--- src/rtl/masked_byte_signature_scan_top_macros.svh ---
// Assertion macros shared by the RTL files of the signature scanner.
`ifndef MASKED_BYTE_SIGNATURE_SCAN_TOP_MACROS_SVH
`define MASKED_BYTE_SIGNATURE_SCAN_TOP_MACROS_SVH

// The consequent must hold in the same cycle as the antecedent.
`define MBSS_ASSERT_SAME(lbl, clk, rst_n, ante, cons) \
    lbl: assert property (@(posedge clk) disable iff (!rst_n) (ante) |-> (cons)) \
        else $error("same-cycle check failed");

// The consequent must hold in the cycle after the antecedent.
`define MBSS_ASSERT_NEXT(lbl, clk, rst_n, ante, cons) \
    lbl: assert property (@(posedge clk) disable iff (!rst_n) (ante) |=> (cons)) \
        else $error("next-cycle check failed");

`endif

--- src/rtl/mbss_pkg.sv ---
`timescale 1ns / 1ps

package mbss_pkg;

    // Pattern storage. The window ring is indexed by the low bits of the
    // byte position, so the capacity is a power of two.
    localparam int PATTERN_MAX  = 128;
    localparam int PAT_AW       = $clog2(PATTERN_MAX);
    localparam int LEN_W        = $clog2(PATTERN_MAX + 1);
    localparam int OFFSET_WIDTH = 32;
    localparam int OUT_OFF_W    = 32;

    typedef enum logic [1:0] {
        OP_CLEAR  = 2'd0,
        OP_APPEND = 2'd1,
        OP_SCAN   = 2'd2
    } t_opcode;

    typedef enum logic [1:0] {
        ST_FOUND   = 2'd0,
        ST_NONE    = 2'd1,
        ST_INVALID = 2'd2
    } t_status;

    typedef enum logic [1:0] {
        S_IDLE,
        S_SCAN,
        S_DONE
    } t_state;

    typedef struct packed {
        logic       care;
        logic [7:0] value;
    } t_pat_entry;

    // Commands from the controller to the datapath.
    typedef struct packed {
        logic accept;
        logic scan;
        logic emit;
    } t_dp_cmd;

    // Status from the datapath to the controller.
    typedef struct packed {
        logic need_check;
        logic hit;
        logic miss;
        logic out_free;
    } t_dp_stat;

endpackage

--- src/rtl/mbss_dpath.sv ---
`timescale 1ns / 1ps
`include "masked_byte_signature_scan_top_macros.svh"

module mbss_dpath (
    input  logic              i_clk,
    input  logic              i_rst_n,
    input  mbss_pkg::t_dp_cmd i_cmd,
    input  logic [1:0]        i_opcode,
    input  logic [7:0]        i_byte_value,
    input  logic              i_care,
    output mbss_pkg::t_dp_stat o_stat,
    output logic              o_valid,
    input  logic              i_ready,
    output logic [1:0]        o_status,
    output logic [31:0]       o_match_offset
);
    import mbss_pkg::*;

    localparam logic [OFFSET_WIDTH-1:0] POS_MAX = '1;

    // Pattern and window memories.
    t_pat_entry r_pat_mem [PATTERN_MAX];
    logic [7:0] r_win_mem [PATTERN_MAX];

    // Pattern and region state.
    logic [LEN_W-1:0]        r_len, n_len;
    logic                    r_ovf, n_ovf;
    logic [OFFSET_WIDTH-1:0] r_pos, n_pos;
    logic                    r_found, n_found;
    logic [OFFSET_WIDTH-1:0] r_first, n_first;

    // Compare sequencer state.
    logic [LEN_W-1:0]  r_idx, n_idx;
    logic [PAT_AW-1:0] r_base, n_base;
    logic              r_cmp_vld, n_cmp_vld;
    logic              r_cmp_last, n_cmp_last;
    t_pat_entry        r_pat_q;
    logic [7:0]        r_win_q;

    // Result register.
    logic                 r_out_vld, n_out_vld;
    logic [1:0]           r_out_status, n_out_status;
    logic [OUT_OFF_W-1:0] r_out_off, n_out_off;

    logic                    w_is_scan;
    logic                    w_is_append;
    logic                    w_is_clear;
    logic                    w_sat;
    logic [OFFSET_WIDTH-1:0] w_count;
    logic [OFFSET_WIDTH-1:0] w_len_ext;
    logic                    w_win_wr;
    logic                    w_pat_wr;
    logic                    w_start;
    logic                    w_iss;
    logic [PAT_AW-1:0]       w_slot;
    logic                    w_cmp_ok;

    // Decode of the accepted request.
    assign w_is_clear  = (i_opcode == OP_CLEAR);
    assign w_is_append = (i_opcode == OP_APPEND);
    assign w_is_scan   = (i_opcode == OP_SCAN);
    assign w_sat       = (r_pos == POS_MAX);
    assign w_count     = r_pos + OFFSET_WIDTH'(1);
    assign w_len_ext   = OFFSET_WIDTH'(r_len);
    assign w_win_wr    = i_cmd.accept && w_is_scan && !w_sat;
    assign w_pat_wr    = i_cmd.accept && w_is_append && (r_len < LEN_W'(PATTERN_MAX));

    // A window check is due when no match is recorded yet and the pattern fits.
    assign o_stat.need_check = w_is_scan && !w_sat && !r_found && (r_len != '0) &&
                               !r_ovf && (w_count >= w_len_ext);
    assign w_start = i_cmd.accept && o_stat.need_check;

    // One pattern entry and one window byte are read per cycle.
    assign w_iss    = i_cmd.scan && (r_idx < r_len);
    assign w_slot   = r_base + r_idx[PAT_AW-1:0];
    assign w_cmp_ok = !r_pat_q.care || (r_win_q == r_pat_q.value);

    assign o_stat.hit      = i_cmd.scan && r_cmp_vld && w_cmp_ok && r_cmp_last;
    assign o_stat.miss     = i_cmd.scan && r_cmp_vld && !w_cmp_ok;
    assign o_stat.out_free = !r_out_vld || i_ready;

    // Next-state logic of the datapath registers.
    always_comb begin
        n_len        = r_len;
        n_ovf        = r_ovf;
        n_pos        = r_pos;
        n_found      = r_found;
        n_first      = r_first;
        n_idx        = r_idx;
        n_base       = r_base;
        n_cmp_vld    = w_iss;
        n_cmp_last   = (r_idx == (r_len - LEN_W'(1)));
        n_out_vld    = r_out_vld;
        n_out_status = r_out_status;
        n_out_off    = r_out_off;

        if (i_cmd.accept && w_is_clear) begin
            n_len = '0;
            n_ovf = 1'b0;
        end
        if (i_cmd.accept && w_is_append) begin
            if (w_pat_wr) begin
                n_len = r_len + LEN_W'(1);
            end else begin
                n_ovf = 1'b1;
            end
        end
        if (w_win_wr) begin
            n_pos = w_count;
        end
        if (w_start) begin
            n_idx     = '0;
            n_base    = w_count[PAT_AW-1:0] - r_len[PAT_AW-1:0];
            n_cmp_vld = 1'b0;
        end else if (w_iss) begin
            n_idx = r_idx + LEN_W'(1);
        end
        if (o_stat.hit) begin
            n_found = 1'b1;
            n_first = r_pos - w_len_ext;
        end

        // The result slot empties when taken and is loaded at region end.
        if (r_out_vld && i_ready) begin
            n_out_vld = 1'b0;
        end
        if (i_cmd.emit) begin
            n_out_vld = 1'b1;
            if ((r_len == '0) || r_ovf) begin
                n_out_status = ST_INVALID;
                n_out_off    = '0;
            end else if (r_found) begin
                n_out_status = ST_FOUND;
                n_out_off    = OUT_OFF_W'(r_first);
            end else begin
                n_out_status = ST_NONE;
                n_out_off    = '0;
            end
            n_pos   = '0;
            n_found = 1'b0;
            n_first = '0;
        end
    end

    // Control registers.
    always_ff @(posedge i_clk) begin
        if (!i_rst_n) begin
            r_len     <= '0;
            r_ovf     <= 1'b0;
            r_pos     <= '0;
            r_found   <= 1'b0;
            r_first   <= '0;
            r_idx     <= '0;
            r_cmp_vld <= 1'b0;
            r_out_vld <= 1'b0;
        end else begin
            r_len     <= n_len;
            r_ovf     <= n_ovf;
            r_pos     <= n_pos;
            r_found   <= n_found;
            r_first   <= n_first;
            r_idx     <= n_idx;
            r_cmp_vld <= n_cmp_vld;
            r_out_vld <= n_out_vld;
        end
    end

    // Payload registers.
    always_ff @(posedge i_clk) begin
        r_base       <= n_base;
        r_cmp_last   <= n_cmp_last;
        r_out_status <= n_out_status;
        r_out_off    <= n_out_off;
    end

    // Pattern memory port.
    always_ff @(posedge i_clk) begin
        if (w_pat_wr) begin
            r_pat_mem[r_len[PAT_AW-1:0]] <= '{care: i_care, value: i_byte_value};
        end
        if (w_iss) begin
            r_pat_q <= r_pat_mem[r_idx[PAT_AW-1:0]];
        end
    end

    // Window ring memory port.
    always_ff @(posedge i_clk) begin
        if (w_win_wr) begin
            r_win_mem[r_pos[PAT_AW-1:0]] <= i_byte_value;
        end
        if (w_iss) begin
            r_win_q <= r_win_mem[w_slot];
        end
    end

    assign o_valid        = r_out_vld;
    assign o_status       = r_out_status;
    assign o_match_offset = r_out_off;

    // A result is only loaded into a free slot.
    `MBSS_ASSERT_SAME(a_emit_free, i_clk, i_rst_n, i_cmd.emit, o_stat.out_free)
    // Loading a result clears the region.
    `MBSS_ASSERT_NEXT(a_emit_clear, i_clk, i_rst_n, i_cmd.emit,
                      r_out_vld && (r_pos == '0) && !r_found)
    // A full-length match is recorded.
    `MBSS_ASSERT_NEXT(a_hit_found, i_clk, i_rst_n, o_stat.hit, r_found)
    // The pattern length never exceeds capacity.
    `MBSS_ASSERT_SAME(a_len_cap, i_clk, i_rst_n, 1'b1, r_len <= LEN_W'(PATTERN_MAX))

endmodule

--- src/rtl/mbss_ctrl.sv ---
`timescale 1ns / 1ps
`include "masked_byte_signature_scan_top_macros.svh"

module mbss_ctrl (
    input  logic               i_clk,
    input  logic               i_rst_n,
    input  logic               i_valid,
    output logic               o_ready,
    input  logic [1:0]         i_opcode,
    input  logic               i_region_end,
    input  mbss_pkg::t_dp_stat i_stat,
    output mbss_pkg::t_dp_cmd  o_cmd
);
    import mbss_pkg::*;

    t_state r_state, n_state;
    logic   r_last, n_last;

    // State register and the region-end flag of the byte being checked.
    always_ff @(posedge i_clk) begin
        if (!i_rst_n) begin
            r_state <= S_IDLE;
            r_last  <= 1'b0;
        end else begin
            r_state <= n_state;
            r_last  <= n_last;
        end
    end

    // Next state and commands.
    always_comb begin
        n_state      = r_state;
        n_last       = r_last;
        o_ready      = 1'b0;
        o_cmd.accept = 1'b0;
        o_cmd.scan   = 1'b0;
        o_cmd.emit   = 1'b0;

        unique case (r_state)
            S_IDLE: begin
                o_ready = 1'b1;
                if (i_valid) begin
                    o_cmd.accept = 1'b1;
                    if (i_opcode == OP_SCAN) begin
                        n_last = i_region_end;
                        if (i_stat.need_check) begin
                            n_state = S_SCAN;
                        end else if (i_region_end) begin
                            n_state = S_DONE;
                        end
                    end
                end
            end
            S_SCAN: begin
                o_cmd.scan = 1'b1;
                if (i_stat.hit || i_stat.miss) begin
                    n_state = r_last ? S_DONE : S_IDLE;
                end
            end
            S_DONE: begin
                if (i_stat.out_free) begin
                    o_cmd.emit = 1'b1;
                    n_state    = S_IDLE;
                end
            end
            default: begin
                n_state = S_IDLE;
            end
        endcase
    end

    // Requests are taken only while no check or result load is pending.
    `MBSS_ASSERT_SAME(a_accept_idle, i_clk, i_rst_n, o_cmd.accept,
                      (r_state == S_IDLE) && !o_cmd.scan && !o_cmd.emit)
    // A compare ends the check in the next cycle.
    `MBSS_ASSERT_NEXT(a_scan_exit, i_clk, i_rst_n, o_cmd.scan && (i_stat.hit || i_stat.miss),
                      r_state != S_SCAN)
    // A result load returns to idle.
    `MBSS_ASSERT_NEXT(a_emit_idle, i_clk, i_rst_n, o_cmd.emit, r_state == S_IDLE)

endmodule

--- src/rtl/masked_byte_signature_scan_top.sv ---
`timescale 1ns / 1ps

// Wildcard byte pattern search. Clear, append and data requests share one input
// channel; a data request with region_end set yields one result (found with the
// offset of the first match, not found, or invalid pattern) on the output channel.
// A clear or append request needs no more work once taken, nor does a data
// byte that needs no window check (a match already recorded, the region still
// shorter than the pattern, an invalid pattern, or a saturated position). A
// data byte that needs a check holds off the input until the window matches or
// the first mismatching pattern entry is found: the check walks the pattern
// memory and the window ring one entry per cycle through their registered read
// ports. The last byte of a region then loads the result register, waiting
// while an earlier result is still held. The input stays open while a result
// waits to be taken. Pattern and window memories need no clearing after reset.
module masked_byte_signature_scan_top (
    input  logic        i_clk,
    input  logic        i_rst_n,
    input  logic        i_valid,
    output logic        o_ready,
    input  logic [1:0]  i_opcode,
    input  logic [7:0]  i_byte_value,
    input  logic        i_care,
    input  logic        i_region_end,
    output logic        o_valid,
    input  logic        i_ready,
    output logic [1:0]  o_status,
    output logic [31:0] o_match_offset
);
    import mbss_pkg::*;

    t_dp_cmd  w_cmd;
    t_dp_stat w_stat;

    // Sequencer.
    mbss_ctrl u_ctrl (
        .i_clk        (i_clk),
        .i_rst_n      (i_rst_n),
        .i_valid      (i_valid),
        .o_ready      (o_ready),
        .i_opcode     (i_opcode),
        .i_region_end (i_region_end),
        .i_stat       (w_stat),
        .o_cmd        (w_cmd)
    );

    // Pattern store, window ring, comparator and result register.
    mbss_dpath u_dpath (
        .i_clk          (i_clk),
        .i_rst_n        (i_rst_n),
        .i_cmd          (w_cmd),
        .i_opcode       (i_opcode),
        .i_byte_value   (i_byte_value),
        .i_care         (i_care),
        .o_stat         (w_stat),
        .o_valid        (o_valid),
        .i_ready        (i_ready),
        .o_status       (o_status),
        .o_match_offset (o_match_offset)
    );

endmodule
--- config.mk ---
export PLATFORM = sky130hd
export DESIGN_NAME = masked_byte_signature_scan_top
export DESIGN_NICKNAME = d
export VERILOG_FILES = /design/src/rtl/mbss_pkg.sv /design/src/rtl/mbss_dpath.sv /design/src/rtl/mbss_ctrl.sv /design/src/rtl/masked_byte_signature_scan_top.sv
export VERILOG_INCLUDE_DIRS = /design/src /design/src/rtl
export SDC_FILE = /design/constraint.sdc
export NUM_CORES = 2
export LEC_CHECK = 0
export ABC_AREA = 1
export BUFFER_PORTS_ARGS = -buffer_cell sky130_fd_sc_hd__buf_2
export CAP_MARGIN = 5
export CORE_MARGIN = 1.5
export CORE_UTILIZATION = 55
export CTS_BUF_LIST = sky130_fd_sc_hd__clkbuf_2 sky130_fd_sc_hd__clkbuf_4 sky130_fd_sc_hd__clkbuf_8
export DETAILED_ROUTE_END_ITERATION = 16
export PLACE_DENSITY = 0.75
export SYNTH_ARGS = -nofsm -noshare
export SYNTH_HDL_FRONTEND = slang
export SYNTH_SLANG_ARGS = --single-unit
--- constraint.sdc ---
create_clock -name i_clk -period 3.27 [get_ports i_clk]
set_input_delay 0.1635 -clock i_clk [delete_from_list [all_inputs] [get_ports i_clk]]
set_output_delay 0.1635 -clock i_clk [all_outputs]
set_load 0.01 [all_outputs]
==> out/metrics.csv <==
stage,metric,value,unit
detailed_routing,wirelength,255,mm
cts,ctsRootBufferMaster,clkbuf_8,
floorplanning,core_area,170000,um2
synthesis,synth_top_cell_by_area,edfxtp_1,
setup_path,end_kind,register,
timing,slew_violations,0,
synthesis,async_flop_share,0,%
final_layout,postLayoutCoreUtil,64.0,%
final_layout,final_common_cell,edfxtp_1,
synthesis,syn_nets,7388,
detailed_routing,drt_iter0_markers,8910,
grt,grt_pass1_wl,375,mm
synthesis,synth-simple-area-share,9.61,%
cts,clock_latency,1.06,ns
synthesis,synthCells,7334,
synthesis,yosysTopAreaCellShare,71.2,%
synthesis,synth_compound_area_share,11.5,%
floorplanning,placementRows,151,
cts,cts_tree,built,
detailed_routing,ant_nets,0,
final_layout,drive_gt1_share,16.0,%
final_layout,stdcell_area,109000,um2
power,swShare,21.4,%
floorplanning,die_x,417,um
detailed_routing,wl_per_cell,24.6,um
power,peakVddDrop,471,uV
timing,relSlewSlack,31.5,%
setup_path,crit_required,4.16,ns
detailed_routing,dr.pass1.iters,7,
detailed_routing,routed_via_density,6.24,
timing,rsz0062_at_grt,yes,
final_layout,num-nets-final,7948,
setup_path,startpoint_type,register,
outcome,status,"complete, but fails checks",
timing,finalHoldViolations,0,
timing,period_share,100,%
job,cap_violations,0,
timing,setup_tns,-0.0234,ns
synthesis,synthFlopType,edfxtp_1,
cts,numCtsBuffers,377,
cts,cts_buffer_depth,4,
floorplanning,start_util,55.5,%
final_layout,register_area,68900,um2
placement,dpl_cell_area,100000,um2
synthesis,syn_avg_cell_area,12.8,um2
timing,fmax,0.305,GHz
power,power_frac_seq,56.2,%
setup_path,crit_arrival,4.17,ns
setup_path,crit_type,reg -> reg,
synthesis,ys_types,52,
synthesis,ys_seq_area_share,73.1,%
floorplanning,pin_count,52,
final_layout,layout_common_cells,"2,234 x edfxtp_1, 1,437 x nor2_1, 1,003 x o21ai_0",
grt,gr-total-overflow,0,
final_layout,multi_input_area,22900,um2
outcome,violations,negative setup slack,
timing,setup_viol,2,
detailed_routing,vias,64800,
synthesis,synthAdderAreaFrac,0.529,%
power,combPwrFrac,3.2,%
timing,min_period,3.28,ns
placement,gp_congestion,0.936,
final_layout,syn2layout_area_growth,15.3,%
timing,layout_setup_ws,-0.0127,ns
final_layout,fillers,12000,
setup_path,critPathMaxFanout,8,
cts,htree_levels,5,
synthesis,synth_area,94200,um2
power,internal_power,45.8,mW
grt,grt_start_max_net_pins,185,
floorplanning,dieArea,174000,um2
synthesis,synth_area_leaders,"edfxtp_1 71%, nor2_1 5.7%, o21ai_0 5.4%, o221ai_1 2.4%, nand2_1 2.0%",
synthesis,synth_xor_area_share,0.509,%
grt,track_usage,28.4,%
synthesis,synth_mux_area_share,1.90,%
timing,skew,0.0826,ns
grt,grt_pass1_vias,61900,
placement,place_inst,9672,
power,power_density,537,nW/um2
final_layout,layout.cells.non_filler,10400,
synthesis,synth_top_family_by_area,compound AO/OA/AOI/OAI gates,
synthesis,ys_ff_latch,2322,
worst_hold_path,hp-class,in -> reg,
grt,grt_antenna_before_repair,2,
placement,io_buffers,51,
power,power_switching,12.5,mW
cts,cts.clk_slew.worst_paths,0.06,ns
synthesis,synth_edf_count,2234,
placement,hpwl,152,mm
detailed_routing,drc,0,
timing,hold_ws,0.161,ns
cts,clock_sinks,2322,
timing,max_slew.worst_pin.slew,1.03,ns
floorplanning,die-height,417,um
power,p_leak,36.8,nW
power,clockPowerShare,40.6,%
synthesis,ys_warn_count,0,
==> state kept, by name (all words and copies together), names as in the netlist, 2 cells and up <==
register	cells
u_dpath.r_pat_mem	1152
u_dpath.r_win_mem	1024
u_dpath.o_match_offset	32
u_dpath.r_first	32
u_dpath.r_pos	32
u_dpath.r_pat_q	9
u_dpath.r_idx	8
u_dpath.r_len	8
u_dpath.r_win_q	8
u_dpath.r_base	7
u_ctrl.r_state	2
u_dpath.o_status	2
==> cells by family after synthesis <==
kind of cell / Yosys count
DFF: 2322
and+or+nand+nor: 2263
AOI/OAI and AO/OA: 1819
buffers and inverters: 660
muxes: 179
xor gates and xnor gates: 53
adders and majority gates: 38
==> stage by stage <==
stage          worst slack, ns  total power, mW
6_report               -0.0127             58.2
5_1_grt                 -0.125             59.8
4_1_cts                -0.0124             58.4
3_5_place_dp            -0.307             35.1
3_3_place_gp            -0.311             35.1
2_1_floorplan            0.380             34.1
==> power groups by stage <==
stage          logic (mW)  registers, mW  clock network, mW
2_1_floorplan       0.732           33.4                  0
3_3_place_gp         1.71           33.3                  0
3_5_place_dp         1.75           33.4                  0
4_1_cts              1.78           32.7               23.9
5_1_grt              1.96           32.7               25.1
6_report             1.84           32.7               23.7
==> repair_timing <==
item,CTS,global route
cloned,1,13
buffers inserted,0,24
setup endpoints to repair,4,29
hold buffers,25,0
resized for setup,5,78
endpoints found under the hold margin,2150,0
pin swaps,1,39
==> cells in the mapped netlist, types with 10 or more instances <==
master / number
xor2_1: 33
clkbuf_1: 344
nand3_1: 233
xnor2_1: 18
a31oi_1: 35
inv_1: 151
mux2i_1: 179
ha_1: 35
dfxtp_1: 88
o22ai_1: 199
o211ai_1: 121
a211oi_1: 10
o21ai_0: 1011
buf_2: 122
nand2_1: 500
edfxtp_1: 2234
buf_1: 24
a21oi_1: 137
nand4_1: 39
nor2_1: 1442
nor3_1: 17
o221ai_1: 263
==> worst max-delay path, cell delays in order, from the launching register on <==
cell      delay [ns]
edfxtp_1        0.41
ha_4            0.19
fa_4            0.84
buf_12          0.14
buf_16          0.16
buf_12          0.12
o21ai_0         0.09
o211ai_1        0.24
a21oi_1         0.14
buf_4           0.18
o311ai_2        0.27
buf_4           0.20
nand3_1         0.07
nand2_1         0.09
==> path summary, 6_finish.rpt <==
kind | endpoint | depth (start not counted) | start | slack [ns]
hold reg to reg | u_dpath.r_first[3] | 2 | u_dpath.r_first[3] | 0.46
setup / recovery | u_dpath.r_win_q[0] | 13 | u_dpath.r_base[0] | -0.01
setup reg to reg | u_dpath.r_win_q[0] | 13 | u_dpath.r_base[0] | -0.01
hold / removal | u_dpath.r_len[7] | 4 | i_rst_n | 0.16
==> routing by layer <==
| metal | part of all wire [%] | wire, um | vias up | track usage [%] |
|---|---|---|---|---|
| met2 | 46 | 117000 | 4191 | 43.6 |
| li1 | - | - | 28400 | - |
| met5 | 0 | 0 | - | 0 |
| met3 | 12 | 29600 | 629 | 6.40 |
| met1 | 38 | 97900 | 31600 | 39.5 |
| met4 | 4.0 | 10100 | 0 | 11.9 |
==> area by class of cell <==
cell class	count	area share, %
tap	2218	2.56
clock inverter	130	0.623
inverter	162	0.588
antenna	3	0.00692
sequential	2322	63.4
multi-input combinational	4352	21.1
timing repair buffer	679	5.89
clock buffer	509	5.77
(Power assumes the default switching activity.)
